File: src/rtl/core/fsqt_pkg.sv
`timescale 1ns / 1ps
// ----------------------------------------------------------------------------
// fsqt_pkg
// Shared constants, stage types and table functions for the single-precision
// table-plus-Newton square root pipeline.
// ----------------------------------------------------------------------------
package fsqt_pkg;

   localparam int MANT_DEPTH   = 1024;
   // floor(log2(MANT_DEPTH)): number of mantissa bits that index the table
   localparam int MANT_BITS    = $clog2(MANT_DEPTH + 1) - 1;
   localparam int MANT_ENTRIES = 1 << MANT_BITS;

   localparam int LATENCY      = 13;

   localparam logic [31:0] CANON_NAN = 32'h7FC0_0000;
   localparam logic [31:0] FP_ONE    = 32'h3F80_0000;
   localparam logic [31:0] FP_3_2    = 32'h3FC0_0000;
   localparam logic [31:0] SQRT2_FRAC = 32'h0035_04F3;

   typedef logic [31:0] mant_rom_type [MANT_ENTRIES];

   // first multiplier stage: raw product and exponent sum
   typedef struct packed {
      logic               sign;
      logic               nan;
      logic               inf;
      logic               zero;
      logic [47:0]        prod;
      logic signed [10:0] esum;
   } mul_stage_type;

   // first adder stage: aligned sum and larger exponent
   typedef struct packed {
      logic        sign;
      logic        nan;
      logic        inf;
      logic        inf_sign;
      logic [27:0] sum;
      logic [7:0]  ebig;
   } add_stage_type;

   // 1/sqrt(2^(E-127)) with the exponent field clamped to 1..254
   function automatic logic [31:0] exp_rom_value(input logic [7:0] e);
      logic [8:0] eff;
      logic [8:0] dp;
      logic [7:0] bexp;
      begin
         if (e == 8'd0) begin
            eff = 9'd1;
         end else if (e == 8'hFF) begin
            eff = 9'd254;
         end else begin
            eff = {1'b0, e};
         end
         dp   = 9'd255 - eff;
         bexp = 8'd63 + dp[8:1];
         exp_rom_value = {1'b0, bexp, 23'd0} | (dp[0] ? SQRT2_FRAC : 32'd0);
      end
   endfunction

   // nearest float to 1/sqrt(1 + i/2^MANT_BITS), by bitwise search for the root
   function automatic logic [31:0] mant_rom_value(input int unsigned i);
      logic [127:0] n;
      logic [127:0] lim;
      logic [127:0] u;
      logic [127:0] cand;
      logic [127:0] m;
      begin
         n   = (128'd1 << MANT_BITS) + 128'(i);
         lim = 128'd1 << (50 + MANT_BITS);
         u   = '0;
         for (int b = 25; b >= 0; b--) begin
            cand = u | (128'd1 << b);
            if (cand * cand * n <= lim) begin
               u = cand;
            end
         end
         m = (u + 128'd1) >> 1;
         if (m >= (128'd1 << 24)) begin
            mant_rom_value = FP_ONE;
         end else begin
            mant_rom_value = {1'b0, 8'd126, 23'd0} | 32'(m - (128'd1 << 23));
         end
      end
   endfunction

   function automatic mant_rom_type mant_rom_init();
      mant_rom_type t;
      begin
         for (int i = 0; i < MANT_ENTRIES; i++) begin
            t[i] = mant_rom_value(i);
         end
         mant_rom_init = t;
      end
   endfunction

   function automatic logic [5:0] lzc48(input logic [47:0] v);
      logic [5:0] n;
      logic       found;
      begin
         n     = 6'd48;
         found = 1'b0;
         for (int k = 47; k >= 0; k--) begin
            if (v[k] && !found) begin
               n     = 6'(47 - k);
               found = 1'b1;
            end
         end
         lzc48 = n;
      end
   endfunction

   function automatic logic [4:0] lzc28(input logic [27:0] v);
      logic [4:0] n;
      logic       found;
      begin
         n     = 5'd28;
         found = 1'b0;
         for (int k = 27; k >= 0; k--) begin
            if (v[k] && !found) begin
               n     = 5'(27 - k);
               found = 1'b1;
            end
         end
         lzc28 = n;
      end
   endfunction

endpackage

File: src/rtl/core/fsqt_fmul.sv
`timescale 1ns / 1ps
// ----------------------------------------------------------------------------
// fsqt_fmul
// Two-stage single-precision multiplier, round to nearest even, full
// subnormal support, NaN results canonical.
// ----------------------------------------------------------------------------
module fsqt_fmul
   import fsqt_pkg::*;
(
   input  logic        clock,
   input  logic        advance,
   input  logic [31:0] a,
   input  logic [31:0] b,
   output logic [31:0] p
);

   mul_stage_type st_in;
   mul_stage_type st_ff;
   logic [31:0]   p_in;
   logic [31:0]   p_ff;

   // stage A: classify, multiply significands, add exponents
   always_comb begin
      logic a_nan, b_nan, a_inf, b_inf, a_zero, b_zero;
      logic [23:0] ma, mb;
      logic [7:0]  ea, eb;
      a_nan  = (a[30:23] == 8'hFF) && (a[22:0] != '0);
      b_nan  = (b[30:23] == 8'hFF) && (b[22:0] != '0);
      a_inf  = (a[30:23] == 8'hFF) && (a[22:0] == '0);
      b_inf  = (b[30:23] == 8'hFF) && (b[22:0] == '0);
      a_zero = (a[30:0] == '0);
      b_zero = (b[30:0] == '0);
      ma     = {a[30:23] != 8'd0, a[22:0]};
      mb     = {b[30:23] != 8'd0, b[22:0]};
      ea     = (a[30:23] == 8'd0) ? 8'd1 : a[30:23];
      eb     = (b[30:23] == 8'd0) ? 8'd1 : b[30:23];
      st_in.sign = a[31] ^ b[31];
      st_in.nan  = a_nan || b_nan || (a_inf && b_zero) || (b_inf && a_zero);
      st_in.inf  = a_inf || b_inf;
      st_in.zero = a_zero || b_zero;
      st_in.prod = ma * mb;
      st_in.esum = $signed({3'b0, ea}) + $signed({3'b0, eb}) - 11'sd127;
   end

   // stage B: normalize, denormalize on underflow, round
   always_comb begin
      logic [5:0]         lz;
      logic signed [10:0] enorm;
      logic [47:0]        norm;
      logic [10:0]        sh;
      logic [95:0]        wide;
      logic [47:0]        q;
      logic               stk;
      logic [7:0]         field;
      logic               rnd;
      logic [30:0]        sum;
      lz    = lzc48(st_ff.prod);
      enorm = st_ff.esum + 11'sd1 - $signed({5'b0, lz});
      norm  = st_ff.prod << lz;
      if (enorm >= 11'sd1) begin
         sh    = '0;
         field = enorm[7:0];
      end else begin
         sh    = 11'(11'sd1 - enorm);
         field = 8'd0;
      end
      if (sh > 11'd48) begin
         sh = 11'd48;
      end
      wide = {norm, 48'd0} >> sh[5:0];
      q    = wide[95:48];
      stk  = |wide[47:0];
      rnd  = q[23] & ((|q[22:0]) | stk | q[24]);
      sum  = {field, q[46:24]} + 31'(rnd);
      if (st_ff.nan) begin
         p_in = CANON_NAN;
      end else if (st_ff.inf) begin
         p_in = {st_ff.sign, 8'hFF, 23'd0};
      end else if (st_ff.zero) begin
         p_in = {st_ff.sign, 31'd0};
      end else if (enorm >= 11'sd255 || sum[30:23] == 8'hFF) begin
         p_in = {st_ff.sign, 8'hFF, 23'd0};
      end else begin
         p_in = {st_ff.sign, sum};
      end
   end

   always_ff @(posedge clock) begin
      if (advance) begin
         st_ff <= st_in;
         p_ff  <= p_in;
      end
   end

   assign p = p_ff;

endmodule

File: config.mk
export PLATFORM = sky130hd
export DESIGN_NAME = fsqt_fmul
export DESIGN_NICKNAME = d
export VERILOG_FILES = /design/src/rtl/core/fsqt_pkg.sv /design/src/rtl/core/fsqt_fmul.sv
export SDC_FILE = /design/constraint.sdc
export NUM_CORES = 2
export LEC_CHECK = 0
export BUFFER_PORTS_ARGS = -buffer_cell sky130_fd_sc_hd__buf_2
export CORE_MARGIN = 5
export CORE_UTILIZATION = 40
export DETAILED_ROUTE_END_ITERATION = 6
export PLACE_DENSITY = 0.54
export SLEW_MARGIN = 20
export SYNTH_ARGS = -nofsm -noshare
export SYNTH_HDL_FRONTEND = slang
export SYNTH_SLANG_ARGS = --single-unit
File: constraint.sdc
create_clock -name clock -period 9.2 [get_ports clock]
set_clock_uncertainty 0.1 [all_clocks]
set_input_delay 0.92 -clock clock [delete_from_list [all_inputs] [get_ports clock]]
set_output_delay 0.92 -clock clock [all_outputs]
set_load 0.1 [all_outputs]
# Word-level counts from Yosys, hierarchy flattened
# Index checks and enable logic that the tools add are counted.
dict set report word_totals {
  output_inout_bits 32
  word_cells 251
  reg_bits 95
}
dict set report classes {
  order_cmp 3
  multipliers 1
  mux 103
  reduce_logical 120
  n_eq_ne 3
  add_sub_neg 6
  bitwise_logic 4
  n_shift 2
}
# cell n
set op_table {}
lappend op_table {{6-bit 2-to-1 mux} 49}
lappend op_table {{96-bit by 6-bit right shift with 95-bit output} 1}
lappend op_table {{31-bit logical NOT} 2}
lappend op_table {{31-bit 2-to-1 mux} 2}
lappend op_table {{1-bit logical AND} 53}
lappend op_table {{24-bit by 24-bit multiplier with 48-bit output} 1}
lappend op_table {{48-bit OR reduction} 1}
lappend op_table {{48-bit by 6-bit << shifter with 48-bit output} 1}
lappend op_table {{1-bit logical NOT} 47}
lappend op_table {{1-bit 2-to-1 mux} 47}
lappend op_table {{23-bit logical NOT} 2}
lappend op_table {{23-bit nonzero test} 2}
lappend op_table {{31-bit by 1-bit adder with 31-bit output} 1}
lappend op_table {{8-bit equality test, second input constant} 3}
lappend op_table {{8-bit 2-to-1 mux} 3}
lappend op_table {{23-bit 2-to-1 mux} 1}
lappend op_table {{23-bit OR reduction} 1}
lappend op_table {{8-bit logical NOT} 2}
lappend op_table {{8-bit nonzero test} 2}
lappend op_table {{11-bit by 2-bit adder with 11-bit output, second input constant} 1}
lappend op_table {{11-bit by 2-bit greater-or-equal comparator with 1-bit output, second input constant} 1}
lappend op_table {{11-bit by 9-bit greater-or-equal comparator with 1-bit output, second input constant} 1}
lappend op_table {{11-bit by 6-bit > comparator with 1-bit output, second input constant} 1}
lappend op_table {{11-bit 2-to-1 mux} 1}
lappend op_table {{10 further kinds} 16}

# Longest topological paths before layout
dict set report logic_depth {
  depth_word 158
  mapped_depth 39
  depth_no_buf 33
}

# Worst setup path before layout
# Ideal clock, no wire load.
dict set report synth_timing {
  path_type {register to register}
  startpoint {reg st_ff[56] (netlist name)}
  endpoint {reg p_ff[22], in the netlist p[22], data pin}
  setup_time_ns 0.255
  synth_period_minus_slack_ns 8.842
  t_required_ns 8.845
  path_stages_with_launch 36
  path_slack_ns 0.358
  arrival_ns 8.487
  path_buffers 7
  cell_sequence {edfxtp_1 -> nor4_4 -> nand4_4 -> buf_2 -> or2_1 -> or3_1 -> and3_1 -> clkbuf_1 -> inv_1 -> clkbuf_1 -> ha_1 -> ha_1 -> clkbuf_1 -> a2111oi_1 -> o21ai_0 -> a31oi_1 -> o21ai_1 -> nand4b_1 -> a22oi_1 -> nand2_1 -> clkbuf_1 -> clkbuf_1 -> clkbuf_1 -> mux2i_1 -> a21oi_1 -> nand2_1 -> o21ai_1 -> o32ai_2 -> ha_1 -> inv_1 -> a221oi_2 -> nand4_1 -> o31ai_1 -> o2111ai_1 -> or3_1 -> a31o_1}
}
dict set report synth_between {
  elab_chain_cells 153
  word_cells_on_any_way 203
}
# element line
set synth_rtl {}
lappend synth_rtl {{start, declared} fsqt_fmul.sv:18} ;# mul_stage_type st_ff;
lappend synth_rtl {{start signal, assigned} fsqt_fmul.sv:90} ;# st_ff <= st_in;
lappend synth_rtl {{1-bit logical AND} fsqt_pkg.sv:105} ;# if (v[k] && !found) begin
lappend synth_rtl {{1-bit 2-to-1 mux} fsqt_pkg.sv:105}
lappend synth_rtl {{1-bit logical NOT} fsqt_pkg.sv:105}
lappend synth_rtl {{1-bit logical AND} fsqt_pkg.sv:105}
lappend synth_rtl {{1-bit 2-to-1 mux} fsqt_pkg.sv:105}
lappend synth_rtl {{1-bit logical NOT} fsqt_pkg.sv:105}
lappend synth_rtl {{1-bit logical AND} fsqt_pkg.sv:105}
lappend synth_rtl {{1-bit 2-to-1 mux} fsqt_pkg.sv:105}
lappend synth_rtl {{(+136 left out)} n/a}
lappend synth_rtl {{1-bit bitwise OR (2 in a row)} fsqt_fmul.sv:73} ;# rnd = q[23] & ((|q[22:0]) | stk | q[24]);
lappend synth_rtl {{1-bit bitwise AND} fsqt_fmul.sv:73}
lappend synth_rtl {{31-bit by 1-bit adder with 31-bit output} fsqt_fmul.sv:74} ;# sum = {field, q[46:24]} + 31'(rnd);
lappend synth_rtl {{8-bit equality test} fsqt_fmul.sv:81} ;# end else if (enorm >= 11'sd255 || sum[30:23] == 8'hFF) begin
lappend synth_rtl {{1-bit logical OR} fsqt_fmul.sv:81}
lappend synth_rtl {{31-bit 2-to-1 mux *} fsqt_fmul.sv:81}
lappend synth_rtl {{31-bit 2-to-1 mux *} fsqt_fmul.sv:79} ;# end else if (st_ff.zero) begin
lappend synth_rtl {{23-bit 2-to-1 mux *} fsqt_fmul.sv:77} ;# end else if (st_ff.inf) begin
lappend synth_rtl {{end signal, assigned} fsqt_fmul.sv:91} ;# p_ff <= p_in;
lappend synth_rtl {{end, declared} fsqt_fmul.sv:20} ;# logic [31:0] p_ff;
# Every way passes the cells marked *; elsewhere a longest branch is shown, timed or not.
# A chain may end at the register's enable or synchronous reset.

# Final worst setup path
dict set report layout_timing {
  startpoint {reg st_ff[33] (netlist name)}
  endpoint {reg p_ff[22], in the netlist p[22], data pin}
}
dict set report layout_between {
  elab_chain_cells 84
  word_cells_on_any_way 111
}
# element line
set layout_rtl {}
lappend layout_rtl {{1-bit logical AND} fsqt_pkg.sv:105}
lappend layout_rtl {{1-bit 2-to-1 mux} fsqt_pkg.sv:105}
lappend layout_rtl {{1-bit logical NOT} fsqt_pkg.sv:105}
lappend layout_rtl {{1-bit logical AND} fsqt_pkg.sv:105}
lappend layout_rtl {{1-bit 2-to-1 mux} fsqt_pkg.sv:105}
lappend layout_rtl {{1-bit logical NOT} fsqt_pkg.sv:105}
lappend layout_rtl {{1-bit logical AND} fsqt_pkg.sv:105}
lappend layout_rtl {{1-bit 2-to-1 mux} fsqt_pkg.sv:105}
lappend layout_rtl {{(+67 left out)} n/a}
lappend layout_rtl {{1-bit bitwise OR (2 in a row)} fsqt_fmul.sv:73}
lappend layout_rtl {{1-bit bitwise AND} fsqt_fmul.sv:73}
lappend layout_rtl {{31-bit by 1-bit adder with 31-bit output} fsqt_fmul.sv:74}
lappend layout_rtl {{8-bit equality test} fsqt_fmul.sv:81}
lappend layout_rtl {{1-bit logical OR} fsqt_fmul.sv:81}
lappend layout_rtl {{31-bit 2-to-1 mux *} fsqt_fmul.sv:81}
lappend layout_rtl {{31-bit 2-to-1 mux *} fsqt_fmul.sv:79}
lappend layout_rtl {{23-bit 2-to-1 mux *} fsqt_fmul.sv:77}
# Marked as above.

==> impl_metrics.toml <==
[drt]
drtPass1Iterations = 7
routedWlPerCell_um = 22.2
dr.first_iter.drc_count = 2527
avgViaCountPerCell = 5.87
drt_wl_total_um = 107000
vias = 28225
drc = 0
antenna_left = 0

[setup_path]
arrival_ns = 8.69
end_kind = "register"
r2r_slack_ns = 0.56
reg2reg_from = "st_ff[33]$_DFFE_PP_"
r2r-end = "p[22]$_SDFFCE_PP1P_"
worstSetupStartpoint = "st_ff[33]$_DFFE_PP_"
required_ns = 9.25
worst_path_largest_cell_delay_ns = 0.56
cp_top_family = "simple AND/OR/NAND/NOR gates"
cpMaxStageDelayCell = "or4_4"
reg2reg_depth = 31
setup.worst_path.class = "register to register"
critPathBufInv = 5
cp-start-kind = "register"
cp_max_fo = 13
path_common_cell = "buf_4"

[die]
start_util = 0.404
fp.dieH_um = 287
dieArea_um2 = 82400
io_pins = 98
core-area_um2 = 76100
row_count = 101
dieWidth_um = 287

[timing]
tightest_slew_ns = 1.10
layout_setup_ws_ns = 0.558
fin_crit_ns = 8.64
fin_crit_sh = 0.939
finalHoldViolCount = 0
relSlewSlack = 0.262
setup_viol = 0
maxSlewViolCount = 0
max_freq_mhz = 116

[job]
cap_violations = 0

[cts]
clk-insertion-delay-late_ns = 0.38
cts_sinks = 94
tritoncts = "done"
cts_max_path_buffers = 2
clkTransAtPathRegs_ns = 0.08
cts_inserted_buffers = 9
clockRootBuffer = "clkbuf_16"
htree_levels = 3

[worst_hold_path]
min_from = "st_ff[62]$_DFFE_PP_"
worstHoldEndpoint = "p[31]$_SDFFCE_PP0P_"
min_path_type = "register to register"
holdPathStages = 1

[grt]
grt_max_degree = 69
grt_util_all_layers = 0.255
grt_pass1_wl_um = 166000
grt_pass1_vias = 28178
antenna_found_initial = 2
grt_remaining_overflow = 0

[synthesis]
synth_async_sr_flop_share = 0
synth_simple_gate_area_share = 0.219
ys_seq_area_frac = 0.0920
synth_top_family_by_area = "adder cells"
synth_xor_area_frac = 0.0240
synth.area.mux_share = 0.0108
synthFlopType = "edfxtp_1"
avgSynthCellArea_um2 = 8.24
synth_compound_area_frac = 0.159
syn_nets = 4483
synth_cell_type_count = 108
synthCells = 3726
synth_enable_flop_cells = 94
yosysWarnings = 0
syn_area_um2 = 30700
synth_seq_cells = 94
synth_fa_ha_area_frac = 0.400

[layout]
fin_util = 0.437
nNetsFinal = 4533
multiInputGateArea_um2 = 25100
layout_common_cells = "nand2_1, inv_1, fa_1, and2_1, ha_1"
diodes = 0
seq_area_um2 = 2820
fillers = 7837
final_common_cell = "nand2_1"
syn_to_final_growth_pct = 8.20
drive_gt1_frac = 0.0912

[outcome]
outcome = "complete, no violations"

[placement]
detailed_place_hpwl_um = 84600
portBuffers = 97
routabilityCongestion = 0.967
pre_cts_ws_ns = 0.330
per-stage QoR:
stage | area [µm²] | TNS (ns) | hold slack [ns] | instances
after detailed placement | 32800 | 0 | 0.429 | 4792
after global routing | 33200 | -0.160 | 0.460 | 4811
after global placement | 32800 | 0 | 0.425 | 4792
after floorplan | 30700 | 0 | 0.409 | 3726
after CTS | 33100 | 0 | 0.440 | 4808
final | 33200 | 0 | 0.438 | 4811
cell usage after synthesis (9+ instances only):
| library cell | instances | area, µm² |
|---|---|---|
| a21oi_1 | 129 | 646 |
| o2111ai_1 | 16 | 140 |
| mux2i_1 | 24 | 240 |
| nand3_1 | 138 | 691 |
| o221ai_1 | 12 | 105 |
| and3_1 | 19 | 119 |
| o21ai_1 | 25 | 125 |
| nand2b_1 | 18 | 113 |
| a31oi_1 | 20 | 125 |
| inv_1 | 532 | 2000 |
| o21a_1 | 17 | 128 |
| edfxtp_1 | 94 | 2820 |
| fa_1 | 484 | 9690 |
| o21bai_1 | 16 | 120 |
| a211oi_1 | 61 | 458 |
| nor4_1 | 42 | 263 |
| xor2_1 | 23 | 201 |
| and2_1 | 218 | 1360 |
| a2111oi_0 | 19 | 166 |
| ha_1 | 207 | 2590 |
| o32ai_1 | 9 | 78.8 |
| nor2b_1 | 17 | 106 |
| a32oi_1 | 11 | 96.3 |
| a22oi_1 | 38 | 285 |
| nand4_1 | 36 | 225 |
| buf_2 | 21 | 105 |
| clkbuf_1 | 181 | 679 |
| a22o_1 | 9 | 78.8 |
| o31ai_1 | 18 | 135 |
| a221oi_1 | 18 | 158 |
| o211ai_1 | 38 | 285 |
| o22ai_1 | 32 | 200 |
| o21ai_0 | 106 | 531 |
| nor2_1 | 171 | 642 |
| nand2_1 | 566 | 2120 |
| or3_1 | 16 | 100 |
| a21o_1 | 17 | 128 |
| xnor2_1 | 61 | 534 |
| nor3_1 | 67 | 335 |
state kept, by name (all words and copies together) (netlist names):
name and count:
p 32, st_ff 62
what timing repair did:
item                                    CTS  global route
endpoints found under the hold margin     0             0
endpoints found under the setup margin    0            23
setup buffers                             0             3
hold buffers                              0             0
gates resized for setup                   0            11
routing by layer:
metal / global-route usage / share of wire / up-vias
met4: 0.0807 / 0.035 / 2
li1: - / - / 12640
met5: 0 / 0.000075 / -
met3: 0.0357 / 0.072 / 240
met2: 0.416 / 0.46 / 1263
met1: 0.353 / 0.43 / 14080
worst max path at each step:
stage,end,slack [ns],depth (start not counted)
global route,p[14]$_SDFFCE_PP0P_,-0.02,36
finish,p[22]$_SDFFCE_PP1P_,0.56,31
floorplan,p[22]$_SDFFCE_PP1P_,0.36,35
CTS,p[15]$_SDFFCE_PP0P_,0.49,34
detailed placement,st_ff[58]$_DFFE_PP_,0.33,27
global placement,st_ff[58]$_DFFE_PP_,0.38,27
cell families (layout without fill, tap and decap cells):
| logic type | count (synthesis) | count (layout) |
|---|---|---|
| AND/OR/NAND/NOR | 1375 | 1375 |
| buffers and inverters | 753 | 808 |
| AO/OA/AOI/OAI | 698 | 698 |
| adder cells (fa/ha/maj) | 691 | 691 |
| flip-flops | 94 | 94 |
| XOR/XNOR | 84 | 84 |
| multiplexers | 31 | 31 |
cell type report:
class,instances,share of cell area
Sequential cell,94,0.0850
Multi-Input combinational cell,2879,0.754
Clock inverter,7,0.00211
Tap cell,1030,0.0388
Timing Repair Buffer,258,0.0526
Clock buffer,9,0.00678
Inverter,534,0.0604
Power is not shown: default switching activity piles up to over one toggle a cycle in this logic, so the estimate is an artifact.
